`src/sv/dtm_pkg.sv`:
```
// ----------------------------------------------------------------------------
// dtm_pkg: shared definitions for the device table manager
// Field widths, command and status codes, controller states, the entry record,
// the probe and per-cell control bundles and the model-id helper functions.
// ----------------------------------------------------------------------------
package dtm_pkg;

  localparam int DEF_TABLE_DEPTH = 16;
  localparam int DEF_MODEL_BYTES = 8;

  localparam int CMD_W    = 4;
  localparam int NODE_W   = 16;
  localparam int MODEL_W  = 64;
  localparam int LEN_W    = 4;
  localparam int TIME_W   = 32;
  localparam int EIDX_W   = 4;
  localparam int STATUS_W = 2;
  localparam int SLOT_W   = 4;
  localparam int USED_W   = 5;

  typedef enum logic [CMD_W-1:0] {
    CMD_ADD        = 4'd0,
    CMD_REMOVE     = 4'd1,
    CMD_FIND_NODE  = 4'd2,
    CMD_FIND_MODEL = 4'd3,
    CMD_ONLINE     = 4'd4,
    CMD_OFFLINE    = 4'd5,
    CMD_LED_ON     = 4'd6,
    CMD_LED_OFF    = 4'd7,
    CMD_TIME       = 4'd8,
    CMD_COUNT      = 4'd9,
    CMD_READ       = 4'd10
  } dtm_cmd_t;

  typedef enum logic [STATUS_W-1:0] {
    STATUS_DONE      = 2'd0,
    STATUS_NOT_FOUND = 2'd1,
    STATUS_FULL      = 2'd2,
    STATUS_PRESENT   = 2'd3
  } dtm_status_t;

  typedef enum logic [1:0] {
    ST_IDLE,
    ST_MATCH,
    ST_RESOLVE,
    ST_APPLY
  } dtm_state_t;

  typedef struct packed {
    logic [NODE_W-1:0]  key;
    logic [MODEL_W-1:0] model;
    logic               online;
    logic               led;
    logic [TIME_W-1:0]  seen;
  } dtm_entry_t;

  // Search key and write data broadcast to every cell.
  typedef struct packed {
    logic [NODE_W-1:0]  node;
    logic [MODEL_W-1:0] model;
    logic [LEN_W-1:0]   len;
    logic [TIME_W-1:0]  seen;
  } dtm_probe_t;

  // Per-cell control from the sequencer.
  typedef struct packed {
    logic capture;
    logic by_model;
    logic load;
    logic shift;
    logic set_online;
    logic online_val;
    logic set_led;
    logic led_val;
    logic set_time;
  } dtm_cell_ctl_t;

  // Keeps the first mbytes bytes, up to the first zero byte.
  function automatic logic [MODEL_W-1:0] clean_model(input logic [MODEL_W-1:0] m,
                                                     input int mbytes);
    logic [MODEL_W-1:0] r;
    logic               stop;
    r    = '0;
    stop = 1'b0;
    for (int i = 0; i < 8; i++) begin
      if (i >= mbytes || m[8*i +: 8] == 8'h00) stop = 1'b1;
      if (!stop) r[8*i +: 8] = m[8*i +: 8];
    end
    return r;
  endfunction

  // Compares the leading bytes; a byte that is zero in both ends the compare as equal.
  function automatic logic prefix_match(input logic [MODEL_W-1:0] stored,
                                        input logic [MODEL_W-1:0] probe,
                                        input logic [LEN_W-1:0] len,
                                        input int mbytes);
    int   n;
    logic ok;
    logic done;
    n    = (int'(len) > mbytes) ? mbytes : int'(len);
    ok   = 1'b1;
    done = 1'b0;
    for (int i = 0; i < 8; i++) begin
      if (!done && i < n) begin
        if (stored[8*i +: 8] != probe[8*i +: 8]) begin
          ok   = 1'b0;
          done = 1'b1;
        end else if (stored[8*i +: 8] == 8'h00) begin
          done = 1'b1;
        end
      end
    end
    return ok;
  endfunction

endpackage

```
`src/sv/dtm_cell.sv`:
```
// ----------------------------------------------------------------------------
// dtm_cell: one table slot
// Holds one entry, compares it against the broadcast key, and on removal takes
// the entry of its upper neighbor.
// ----------------------------------------------------------------------------
module dtm_cell #(
  parameter int MODEL_BYTES = dtm_pkg::DEF_MODEL_BYTES
) (
  input  logic                   clk,
  input  dtm_pkg::dtm_cell_ctl_t ctl,
  input  dtm_pkg::dtm_probe_t    probe,
  input  logic                   active,
  input  dtm_pkg::dtm_entry_t    load_data,
  input  dtm_pkg::dtm_entry_t    neighbor,
  output dtm_pkg::dtm_entry_t    entry,
  output logic                   hit
);
  import dtm_pkg::*;

  dtm_entry_t entry_next;
  logic       match;

  always_comb begin
    if (ctl.by_model) begin
      match = active && prefix_match(entry.model, probe.model, probe.len, MODEL_BYTES);
    end else begin
      match = active && (entry.key == probe.node);
    end
  end

  always_comb begin
    entry_next = entry;
    if (ctl.load) begin
      entry_next = load_data;
    end else if (ctl.shift) begin
      entry_next = neighbor;
    end else begin
      if (ctl.set_online) entry_next.online = ctl.online_val;
      if (ctl.set_led)    entry_next.led    = ctl.led_val;
      if (ctl.set_time)   entry_next.seen   = probe.seen;
    end
  end

  always_ff @(posedge clk) begin
    entry <= entry_next;
    if (ctl.capture) hit <= match;
  end

endmodule

```
`config.mk`:
```
export PLATFORM = sky130hd
export DESIGN_NAME = dtm_cell
export DESIGN_NICKNAME = d
export VERILOG_FILES = /design/src/sv/dtm_pkg.sv /design/src/sv/dtm_cell.sv
export SDC_FILE = /design/constraint.sdc
export NUM_CORES = 1
export LEC_CHECK = 0
export BUFFER_PORTS_ARGS = -buffer_cell sky130_fd_sc_hd__clkbuf_2
export CORE_AREA = 2 2 184 186
export CTS_CLUSTER_SIZE = 10
export DETAILED_ROUTE_END_ITERATION = 16
export DIE_AREA = 0 0 186 188
export GPL_ROUTABILITY_DRIVEN = 1
export PLACE_DENSITY = 0.42
export SYNTH_ARGS = -nofsm -noshare
export SYNTH_HDL_FRONTEND = slang
export SYNTH_SLANG_ARGS = --single-unit
```
`constraint.sdc`:
```
create_clock -name clk -period 8.1 [get_ports clk]
set_clock_uncertainty 0.05 [all_clocks]
set_input_delay 0.405 -clock clk [delete_from_list [all_inputs] [get_ports clk]]
set_output_delay 0.405 -clock clk [all_outputs]
set_load 0.03 [all_outputs]
```
==> impl_metrics.csv, run 1 <==
group,metric,value,unit
synth,synth-main-ff-cell,"edfxtp_1",
drt,dr.first_iter.drc_count,136,
die,die_w,186,um
cells_and_area,syn2layout_area_growth,55.4,%
drt,drc_errors,0,
synth,seq_area_frac_synth,55.2,%
synth,ys_top_cells_by_area,"edfxtp_1 (55%), mux2_1 (14%), xor2_1 (8.4%), mux2i_1 (5.4%), o21ai_1 (2.9%)",
synth,synth_top_family_by_area,"multiplexers",
pwr,pwr_density_cell,209,nW/um2
cts,numCtsBuffers,17,
cts,cts_tree,"done",
synth,ys_seq_elements,115,
cts,cts_resized,0,
synth,async_flop_share,0,%
drt,first_pass_iters,4,
sta,relSlewSlack,35.5,%
synth,synth_most_common_cell,"edfxtp_1",
global_route,grt_usage,14.7,%
cts,clkTransAtPathRegs,0.06,ns
cells_and_area,drive_gt1_share,52.9,%
sta,timing.final.crit_share,28.4,%
sta,hold_viol_final,0,
cts,root_buffer,"clkbuf_16",
drt,drtAntennaViolNets,0,
die,die_area,35000,um2
drt,vias_per_cell,4.03,
synth,synth_edf_count,115,
sta,whs,0.147,ns
worst_hold_path,hold_end,"hit",
synth,syn_area,6250,um2
drt,routedWlPerCell,18.8,um
cells_and_area,fillCellCount,3526,
synth,synth_adder_area_share,0,%
die,floorplan.die.height,188,um
sta,final-max-slew-violation-count,0,
cts,post_cts_buffers,0,
setup_path,r2r_end,"hit",
cts,clkSinkCount,115,
synth,synth_compound_area_share,4.56,%
die,coreArea,33100,um2
global_route,overflow,0,
sta,finalSetupViolCount,0,
pwr,peakVddDrop,120,uV
global_route,grt_pass1_vias,5944,
synth,synth_top_cell_area_share,55.2,%
synth,synthMuxAreaShare,19.9,%
worst_hold_path,hold_path_depth,1,
drt,wirelength,26400,um
setup_path,critPathRequiredTime,8.09,ns
cts,cts_buffer_depth,2,
global_route,antenna_found_initial,1,
job,maxCapViolCount,0,
setup_path,cp-start-kind,"input port",
synth,yosysWarnings,0,
placed_design,portBuffers,469,
synth,synth_xor_area_share,11.2,%
sta,worst_pin_slew,0.968,ns
setup_path,crit_path_end_kind,"register",
cells_and_area,post-route-util,29.3,%
die,start_util,18.9,%
drt,vias,5653,
setup_path,arrival,2.30,ns
setup_path,timing.rr.start,"entry[67]",
cts,h-tree-depth,4,
placed_design,dp_hpwl,21600,um
worst_hold_path,min-delay-start,"ctl[8]",
setup_path,worstSetupPathType,"input port to register",
cells_and_area,nets,1298,
synth,synth_top_area_cell,"edfxtp_1",
synth,synth_nets,827,
cts,clkLatencyLatePin,0.42,ns
global_route,grt_pass1_wl,36700,um
setup_path,rr_worst_depth,6,
synth,synth_simple_gate_area_share,7.78,%
sta,period_needed,2.30,ns
synth,synth_commonest_cells,"edfxtp_1 (115), mux2_1 (80), xor2_1 (60)",
cts,holdBufCountCts,0,
worst_hold_path,min_path_type,"input port to register",
setup_path,critPathMaxFanout,44,
sta,fin_tns_setup,0,ns
setup_path,regToRegSetupSlack,5.95,ns
sta,clock.fmax,435,MHz
die,std_cell_rows,67,
run_status,status,"finished clean",
synth,ys_types,31,
sta,rsz0062_at_grt,"no",
global_route,grt_max_degree,80,
placed_design,place_congestion,0.786,
die,ioPinCount,470,
pwr,p_leak,4.47,nW
synth,synthCells,472,
synth,avgSynthCellArea,13.2,um2
-- critical path, stage by stage --
cell and delay (ns):
clkbuf_2 0.07, buf_4 0.51, or2_4 0.59, buf_4 0.61
-- layout make-up --
| type | instances | area [um2] | area share, % |
|---|---|---|---|
| Sequential cell | 115 | 3450 | 35.6 |
| Timing Repair Buffer | 473 | 2380 | 24.5 |
| Tap cell | 448 | 561 | 5.77 |
| Multi-Input combinational cell | 336 | 2720 | 28.0 |
| Clock buffer | 19 | 433 | 4.46 |
| Clock inverter | 12 | 164 | 1.69 |
| Antenna cell | 1 | 2.50 | 0.0258 |
-- metal layers --
layer / vias up / GRT usage (%) / part of all wire, %
met5: - / 0 / 0
met1: 2604 / 15.9 / 39
li1: 2733 / - / -
met3: 12 / 5.61 / 9.4
met2: 304 / 26.2 / 51
met4: 0 / 4.45 / 1.1
-- cells by family (layout without fill, tap and decap cells) --
group                  Yosys count  count (layout)
AO/OA/AOI/OAI                   52              52
multiplexers                   114             114
buffers and inverters           21             504
other                            0               1
flip-flops                     115             115
AND/OR/NAND/NOR                 90              90
XOR/XNOR                        80              80
-- flip-flops by register name, summed over array words and instances (netlist names) --
| name | flops |
|---|---|
| entry | 114 |
| hit | 1 |
-- metrics by stage --
step	worst slack, ns	std cells	instance area (um2)	total power [W]
after floorplan	4.73	472	6250	0.00104
after global placement	5.31	1372	9110	0.00125
after detailed placement	5.28	1372	9110	0.00125
after CTS	5.74	1403	9710	0.00207
after global routing	5.67	1404	9710	0.00213
final	5.80	1404	9710	0.00203
-- power breakdown --
part | internal, W | total, W | switching (W)
Sequential | 0.000736 | 0.000790 | 0.0000543
Combinational | 0.000171 | 0.000442 | 0.000271
Clock | 0.000509 | 0.000794 | 0.000285
-- layout by cell type, fill, tap and decap left out, types with 3 or more instances in the layout --
cell | netlist | layout
clkbuf_16 | 0 | 17
nor2_1 | 3 | 3
nand3_1 | 3 | 3
nor4_1 | 23 | 23
mux2_1 | 80 | 80
or4_1 | 5 | 5
buf_4 | 0 | 4
edfxtp_1 | 115 | 115
clkinv_2 | 0 | 5
mux2i_1 | 34 | 34
nand2_1 | 40 | 40
clkbuf_2 | 0 | 468
a21oi_1 | 5 | 5
or3_1 | 4 | 4
nand4_1 | 4 | 4
xnor2_1 | 20 | 20
xor2_1 | 60 | 60
o21ai_1 | 36 | 36
bufinv_16 | 0 | 4
-- how the worst max path moves through the flow --
| stage | cells after the start | slack [ns] | to | start |
|---|---|---|---|---|
| global placement | 4 | 5.31 | entry[80] | ctl[5] |
| floorplan | 3 | 4.73 | entry[100] | ctl[5] |
| CTS | 4 | 5.74 | entry[107] | ctl[5] |
| detailed placement | 4 | 5.28 | entry[113] | ctl[5] |
| global route | 4 | 5.67 | entry[66] | ctl[5] |
| finish | 4 | 5.80 | entry[66] | ctl[5] |
Note: power is estimated with default switching activity, not from simulation.
==> inputs of run 2 (changes only) <==
--- a/config.mk
+++ b/config.mk
@@ -6,10 +6,10 @@
 export NUM_CORES = 1
 export LEC_CHECK = 0
 export BUFFER_PORTS_ARGS = -buffer_cell sky130_fd_sc_hd__clkbuf_2
-export CORE_AREA = 2 2 184 186
+export CORE_AREA = 2 2 185 187
 export CTS_CLUSTER_SIZE = 10
 export DETAILED_ROUTE_END_ITERATION = 16
-export DIE_AREA = 0 0 186 188
+export DIE_AREA = 0 0 187 189
 export GPL_ROUTABILITY_DRIVEN = 1
 export PLACE_DENSITY = 0.42
 export SYNTH_ARGS = -nofsm -noshare
==> constraint.sdc (replaced) <==
create_clock -name clk -period 2.3 [get_ports clk]
set_clock_uncertainty 0.05 [all_clocks]
set_input_delay 0.115 -clock clk [delete_from_list [all_inputs] [get_ports clk]]
set_output_delay 0.115 -clock clk [all_outputs]
set_load 0.03 [all_outputs]
==> impl_metrics.csv, run 2 (synthesized netlist as in run 1, its figures left out) <==
group,metric,value,unit
run_status,status,"finished clean",
drt,routedWlPerCell,17.2,um
cells_and_area,fin_cells,1625,
sta,timing.final.crit_share,91.9,%
placed_design,postPlaceCellArea,9200,um2
cells_and_area,mostFrequentLayoutCell,"clkbuf_2",
placed_design,place_inst,1379,
sta,final-max-slew-violation-count,0,
cells_and_area,reg_top3,"entry: 114 flops, hit: 1 flops",
cells_and_area,largest-register,"entry",
global_route,grt_max_degree,81,
pwr,power,0.00723,W
cells_and_area,drive_gt1_share,43.1,%
cells_and_area,nets,1518,
die,die_w,187,um
cells_and_area,multi_input_area,2720,um2
cells_and_area,syn2layout_area_growth,89.9,%
placed_design,place_congestion,0.836,
cts,cts_resized,0,
pwr,cell_internal_pwr,0.00506,W
worst_hold_path,min_path_type,"input port to register",
setup_path,crit_cells,6,
die,start_util,18.8,%
placed_design,portBuffers,469,
sta,clock.fmax,473,MHz
setup_path,critical-path-top-delay-family,"simple AND/OR/NAND/NOR gates",
sta,hold_viol_final,0,
pwr,switching_share,30.0,%
die,ioPinCount,470,
cts,h-tree-depth,4,
sta,finalSetupViolCount,0,
global_route,grt_pass1_wl,41000,um
drt,dr.first_iter.drc_count,182,
cts,post_cts_buffers,0,
cts,clkLatencyLatePin,0.42,ns
job,maxCapViolCount,0,
global_route,overflow,0,
setup_path,arrival,2.36,ns
setup_path,cp-start-kind,"register",
pwr,peakVddDrop,506,uV
cells_and_area,largest_reg_flops,114,
sta,period_needed,2.11,ns
die,die_area,35300,um2
setup_path,cp_slowest_cell,"or4_1",
pwr,p_sw,0.00217,W
setup_path,crit_path_end_kind,"register",
setup_path,worstSetupPathType,"register to register",
pwr,pwr-share-clk,34.6,%
drt,drc_errors,0,
cells_and_area,fin_area,11900,um2
sta,fin_tns_setup,0,ns
worst_hold_path,hold_path_depth,3,
cts,numCtsBuffers,17,
global_route,grt_pass1_vias,7158,
drt,vias_per_cell,4.02,
die,coreArea,33300,um2
setup_path,critPathRequiredTime,2.54,ns
pwr,power.share.sequential,38.1,%
setup_path,worstPathCellList,"or4_1, nor2_1, a211oi_1, nor4_2, o211ai_1, nand2_1",
sta,relSlewSlack,65.7,%
pwr,pwr_density_cell,609,nW/um2
pwr,pwr-share-comb,27.3,%
die,floorplan.die.height,189,um
drt,vias,6528,
cts,clkTransAtPathRegs,0.06,ns
global_route,grt_usage,15.6,%
global_route,antenna_found_initial,3,
cts,cts_tree,"done",
sta,worst_pin_slew,0.510,ns
placed_design,dp_hpwl,21700,um
cts,clkSinkCount,115,
sta,rsz0062_at_grt,"no",
sta,whs,0.0188,ns
pwr,p_leak,5.39,nW
cts,root_buffer,"clkbuf_16",
cells_and_area,final_cell_mix,"clkbuf_2 (468), dlygate4sd3_1 (213), edfxtp_1 (115)",
setup_path,max_stage_delay,0.55,ns
setup_path,cp.buffers_inverters,0,
drt,first_pass_iters,4,
cts,cts_buffer_depth,2,
drt,wirelength,27900,um
setup_path,critPathMaxFanout,3,
die,std_cell_rows,67,
cts,holdBufCountCts,212,
cells_and_area,register_area,3450,um2
setup_path,rr_worst_depth,6,
cells_and_area,fillCellCount,3381,
drt,drtAntennaViolNets,0,
[run 2: cell count changes in the layout (fill, tap and decap cells not counted), moves of 3 or more]
| cell | before | now |
|---|---|---|
| buf_12 | 0 | 3 |
| buf_4 | 4 | 8 |
| clkinv_1 | 1 | 4 |
| dlygate4sd3_1 | 0 | 213 |
[run 2: worst paths after layout]
path	start	to	slack, ns
max	entry[78]	hit	0.19
min	load_data[12]	entry[12]	0.02
max reg2reg	entry[78]	hit	0.19
min reg2reg	entry[73]	hit	0.98
[run 2: layer usage]
layer | wire [um] | vias up | GRT usage [%]
met5 | 0 | - | 0
met4 | 1370 | 0 | 8.88
met3 | 2390 | 55 | 6.34
met2 | 13700 | 339 | 27.2
met1 | 10500 | 2959 | 16.0
li1 | - | 3175 | -
[run 2: final cells by class]
class                      instances  area share, %
timing repair buffer             693           38.8
sequential                       115           29.1
multi-input combinational        336           22.9
tap                              448           4.72
clock buffer                      21           3.71
clock inverter                     9          0.759
antenna                            3         0.0632
[run 2: stage by stage]
stage | setup WS, ns | utilization, %
finish | 0.186 | 35.7
global route | 0.0876 | 35.7
CTS | 0.153 | 35.6
detailed placement | 0.171 | 27.7
global placement | 0.167 | 27.7
floorplan | 0.0188 | -
[run 2: power by group through the flow]
stage	sequential, W	clock, W	combinational [W]
after global placement	0.00279	0	0.00166
final	0.00276	0.00250	0.00197
after detailed placement	0.00280	0	0.00164
after global routing	0.00279	0.00270	0.00211
after CTS	0.00276	0.00261	0.00199
after floorplan	0.00324	0	0.000424
[run 2: worst register-to-register path, delay by kind of cell (launching register included)]
family | cells | cell delay [ns]
DFF | 1 | 0.42
and+or+nand+nor | 4 | 1.27
AOI/OAI and AO/OA | 2 | 0.25
==> inputs of run 3 (changes only) <==
--- a/config.mk
+++ b/config.mk
@@ -6,12 +6,13 @@
 export NUM_CORES = 1
 export LEC_CHECK = 0
 export BUFFER_PORTS_ARGS = -buffer_cell sky130_fd_sc_hd__clkbuf_2
-export CORE_AREA = 2 2 185 187
+export CORE_AREA = 2 2 181 183
 export CTS_CLUSTER_SIZE = 10
 export DETAILED_ROUTE_END_ITERATION = 16
-export DIE_AREA = 0 0 187 189
+export DIE_AREA = 0 0 183 185
 export GPL_ROUTABILITY_DRIVEN = 1
-export PLACE_DENSITY = 0.42
+export HOLD_SLACK_MARGIN = 0.12
+export PLACE_DENSITY = 0.43
 export SYNTH_ARGS = -nofsm -noshare
 export SYNTH_HDL_FRONTEND = slang
 export SYNTH_SLANG_ARGS = --single-unit
==> impl_metrics.csv, run 3 (synthesized netlist as in run 1, its figures left out) <==
group,metric,value,unit
run_status,status,"finished clean",
cells_and_area,mostFrequentLayoutCell,"clkbuf_2",
global_route,grtUsageMet3,5.54,%
cells_and_area,multi_input_area,2720,um2
global_route,grt_max_degree,77,
drt,wirelength,27900,um
setup_path,worstSetupPathType,"register to register",
drt,vias_per_cell,4.14,
setup_path,rr_worst_depth,7,
placed_design,place_congestion,0.803,
cells_and_area,register_area,3450,um2
cells_and_area,reg_top3,"entry: 114 flops, hit: 1 flops",
cells_and_area,drive_gt1_share,42.7,%
cts,post_cts_buffers,0,
global_route,antenna_found_initial,4,
sta,period_needed,2.17,ns
cells_and_area,syn2layout_area_growth,94.5,%
drt,vias,6678,
drt,routedWlPerCell,17.3,um
sta,fin_tns_setup,0,ns
job,maxCapViolCount,0,
cells_and_area,nets,1544,
pwr,pwr_density_cell,621,nW/um2
sta,final-max-slew-violation-count,0,
sta,relSlewSlack,68.1,%
placed_design,portBuffers,469,
cts,root_buffer,"clkbuf_16",
die,ioPinCount,470,
cts,clkSinkCount,115,
sta,hold_viol_final,0,
sta,worst_pin_slew,0.473,ns
die,start_util,19.5,%
setup_path,r2r_end,"hit",
global_route,grt_most_used_layer,"met2",
die,coreArea,32000,um2
die,std_cell_rows,66,
global_route,grt_util_met2,29.5,%
setup_path,arrival,2.28,ns
setup_path,crit_path_end_kind,"register",
cells_and_area,final_cell_mix,"clkbuf_2 (468), dlygate4sd3_1 (239), edfxtp_1 (115)",
setup_path,regToRegSetupSlack,0.13,ns
die,die_w,183,um
global_route,gr-usage-met1,16.5,%
setup_path,critPathRequiredTime,2.41,ns
drt,dr.first_iter.drc_count,146,
die,die_area,33900,um2
cells_and_area,fillCellCount,3237,
cts,numCtsBuffers,17,
cts,cts_tree,"done",
drt,drc_errors,0,
drt,first_pass_iters,4,
worst_hold_path,min_path_type,"input port to register",
placed_design,postPlaceCellArea,9170,um2
pwr,p_leak,5.52,nW
sta,clock.fmax,460,MHz
drt,drtAntennaViolNets,0,
cts,cts_resized,0,
die,floorplan.die.height,185,um
cts,clkTransAtPathRegs,0.06,ns
cells_and_area,largest-register,"entry",
worst_hold_path,hold_end,"entry[21]",
cells_and_area,fin_cells,1613,
placed_design,place_inst,1339,
cts,h-tree-depth,4,
global_route,overflow,0,
pwr,peakVddDrop,399,uV
global_route,grt_usage,16.0,%
worst_hold_path,min-delay-start,"ctl[0]",
placed_design,dp_hpwl,21700,um
setup_path,cp-startpoint,"entry[43]",
pwr,power,0.00754,W
cts,cts_buffer_depth,2,
sta,timing.final.crit_share,94.5,%
setup_path,cp-start-kind,"register",
global_route,grt_pass1_wl,39900,um
sta,rsz0062_at_grt,"no",
cells_and_area,largest_reg_flops,114,
cells_and_area,fin_area,12200,um2
worst_hold_path,hold_path_depth,3,
setup_path,critPathMaxFanout,3,
cts,clkLatencyLatePin,0.41,ns
sta,finalSetupViolCount,0,
global_route,grt_pass1_vias,7132,
cts,holdBufCountCts,239,
setup_path,timing.rr.start,"entry[43]",
-- run 3: cell types whose count changed in the layout (fill, tap and decap cells not counted) --
cell,delta
clkinv_2,-1
bufinv_16,+1
buf_12,+1
diode_2,+1
clkinv_4,+3
clkbuf_1,-3
dlygate4sd3_1,+26
clkinv_1,-3
buf_4,-1
inv_6,+1
clkinvlp_4,+3
-- run 3: worst max path at each step --
| stage | to | slack [ns] |
|---|---|---|
| floorplan | entry[100] | 0.02 |
| global placement | hit | 0.14 |
| detailed placement | hit | 0.15 |
| CTS | hit | 0.13 |
| global route | hit | 0.01 |
| finish | hit | 0.13 |
-- run 3: per-stage QoR --
step                utilization [%]  hold slack (ns)  setup slack (ns)
floorplan                         -            0.177            0.0188
CTS                            37.9            0.203             0.129
global route                   37.9            0.233            0.0141
finish                         37.9            0.221             0.126
global placement               28.6            0.270             0.143
detailed placement             28.6            0.268             0.151
-- run 3: layout make-up --
cell class              instances  area share [%]
clock buffers                  18            3.53
multi-input cells             336            22.3
well taps                     408            4.20
clock inverters                13            1.33
repair buffers                719            40.1
flip-flops and latches        115            28.4
diodes                          4          0.0823
-- run 3: where the power goes --
part | leakage [nW] | switching (W) | total, W | internal [W]
Sequential | 1.19 | 0.000172 | 0.00276 | 0.00259
Combinational | 4.05 | 0.00105 | 0.00201 | 0.000955
Clock | 0.280 | 0.00108 | 0.00278 | 0.00170
Total | 5.52 | 0.00230 | 0.00754 | 0.00524
-- run 3: per-layer routing --
layer | part of all wire [%] | vias up
met1 | 38 | 3095
li1 | - | 3229
met4 | 2.7 | 0
met3 | 8.1 | 34
met5 | 0 | -
met2 | 51 | 320
-- run 3: critical path: stages (launching register included) --
cell,delay [ns]
edfxtp_1,0.43
xor2_1,0.17
nor4_1,0.41
buf_4,0.19
nand4b_1,0.10
a22o_1,0.22
a21oi_1,0.28
nand2_1,0.08
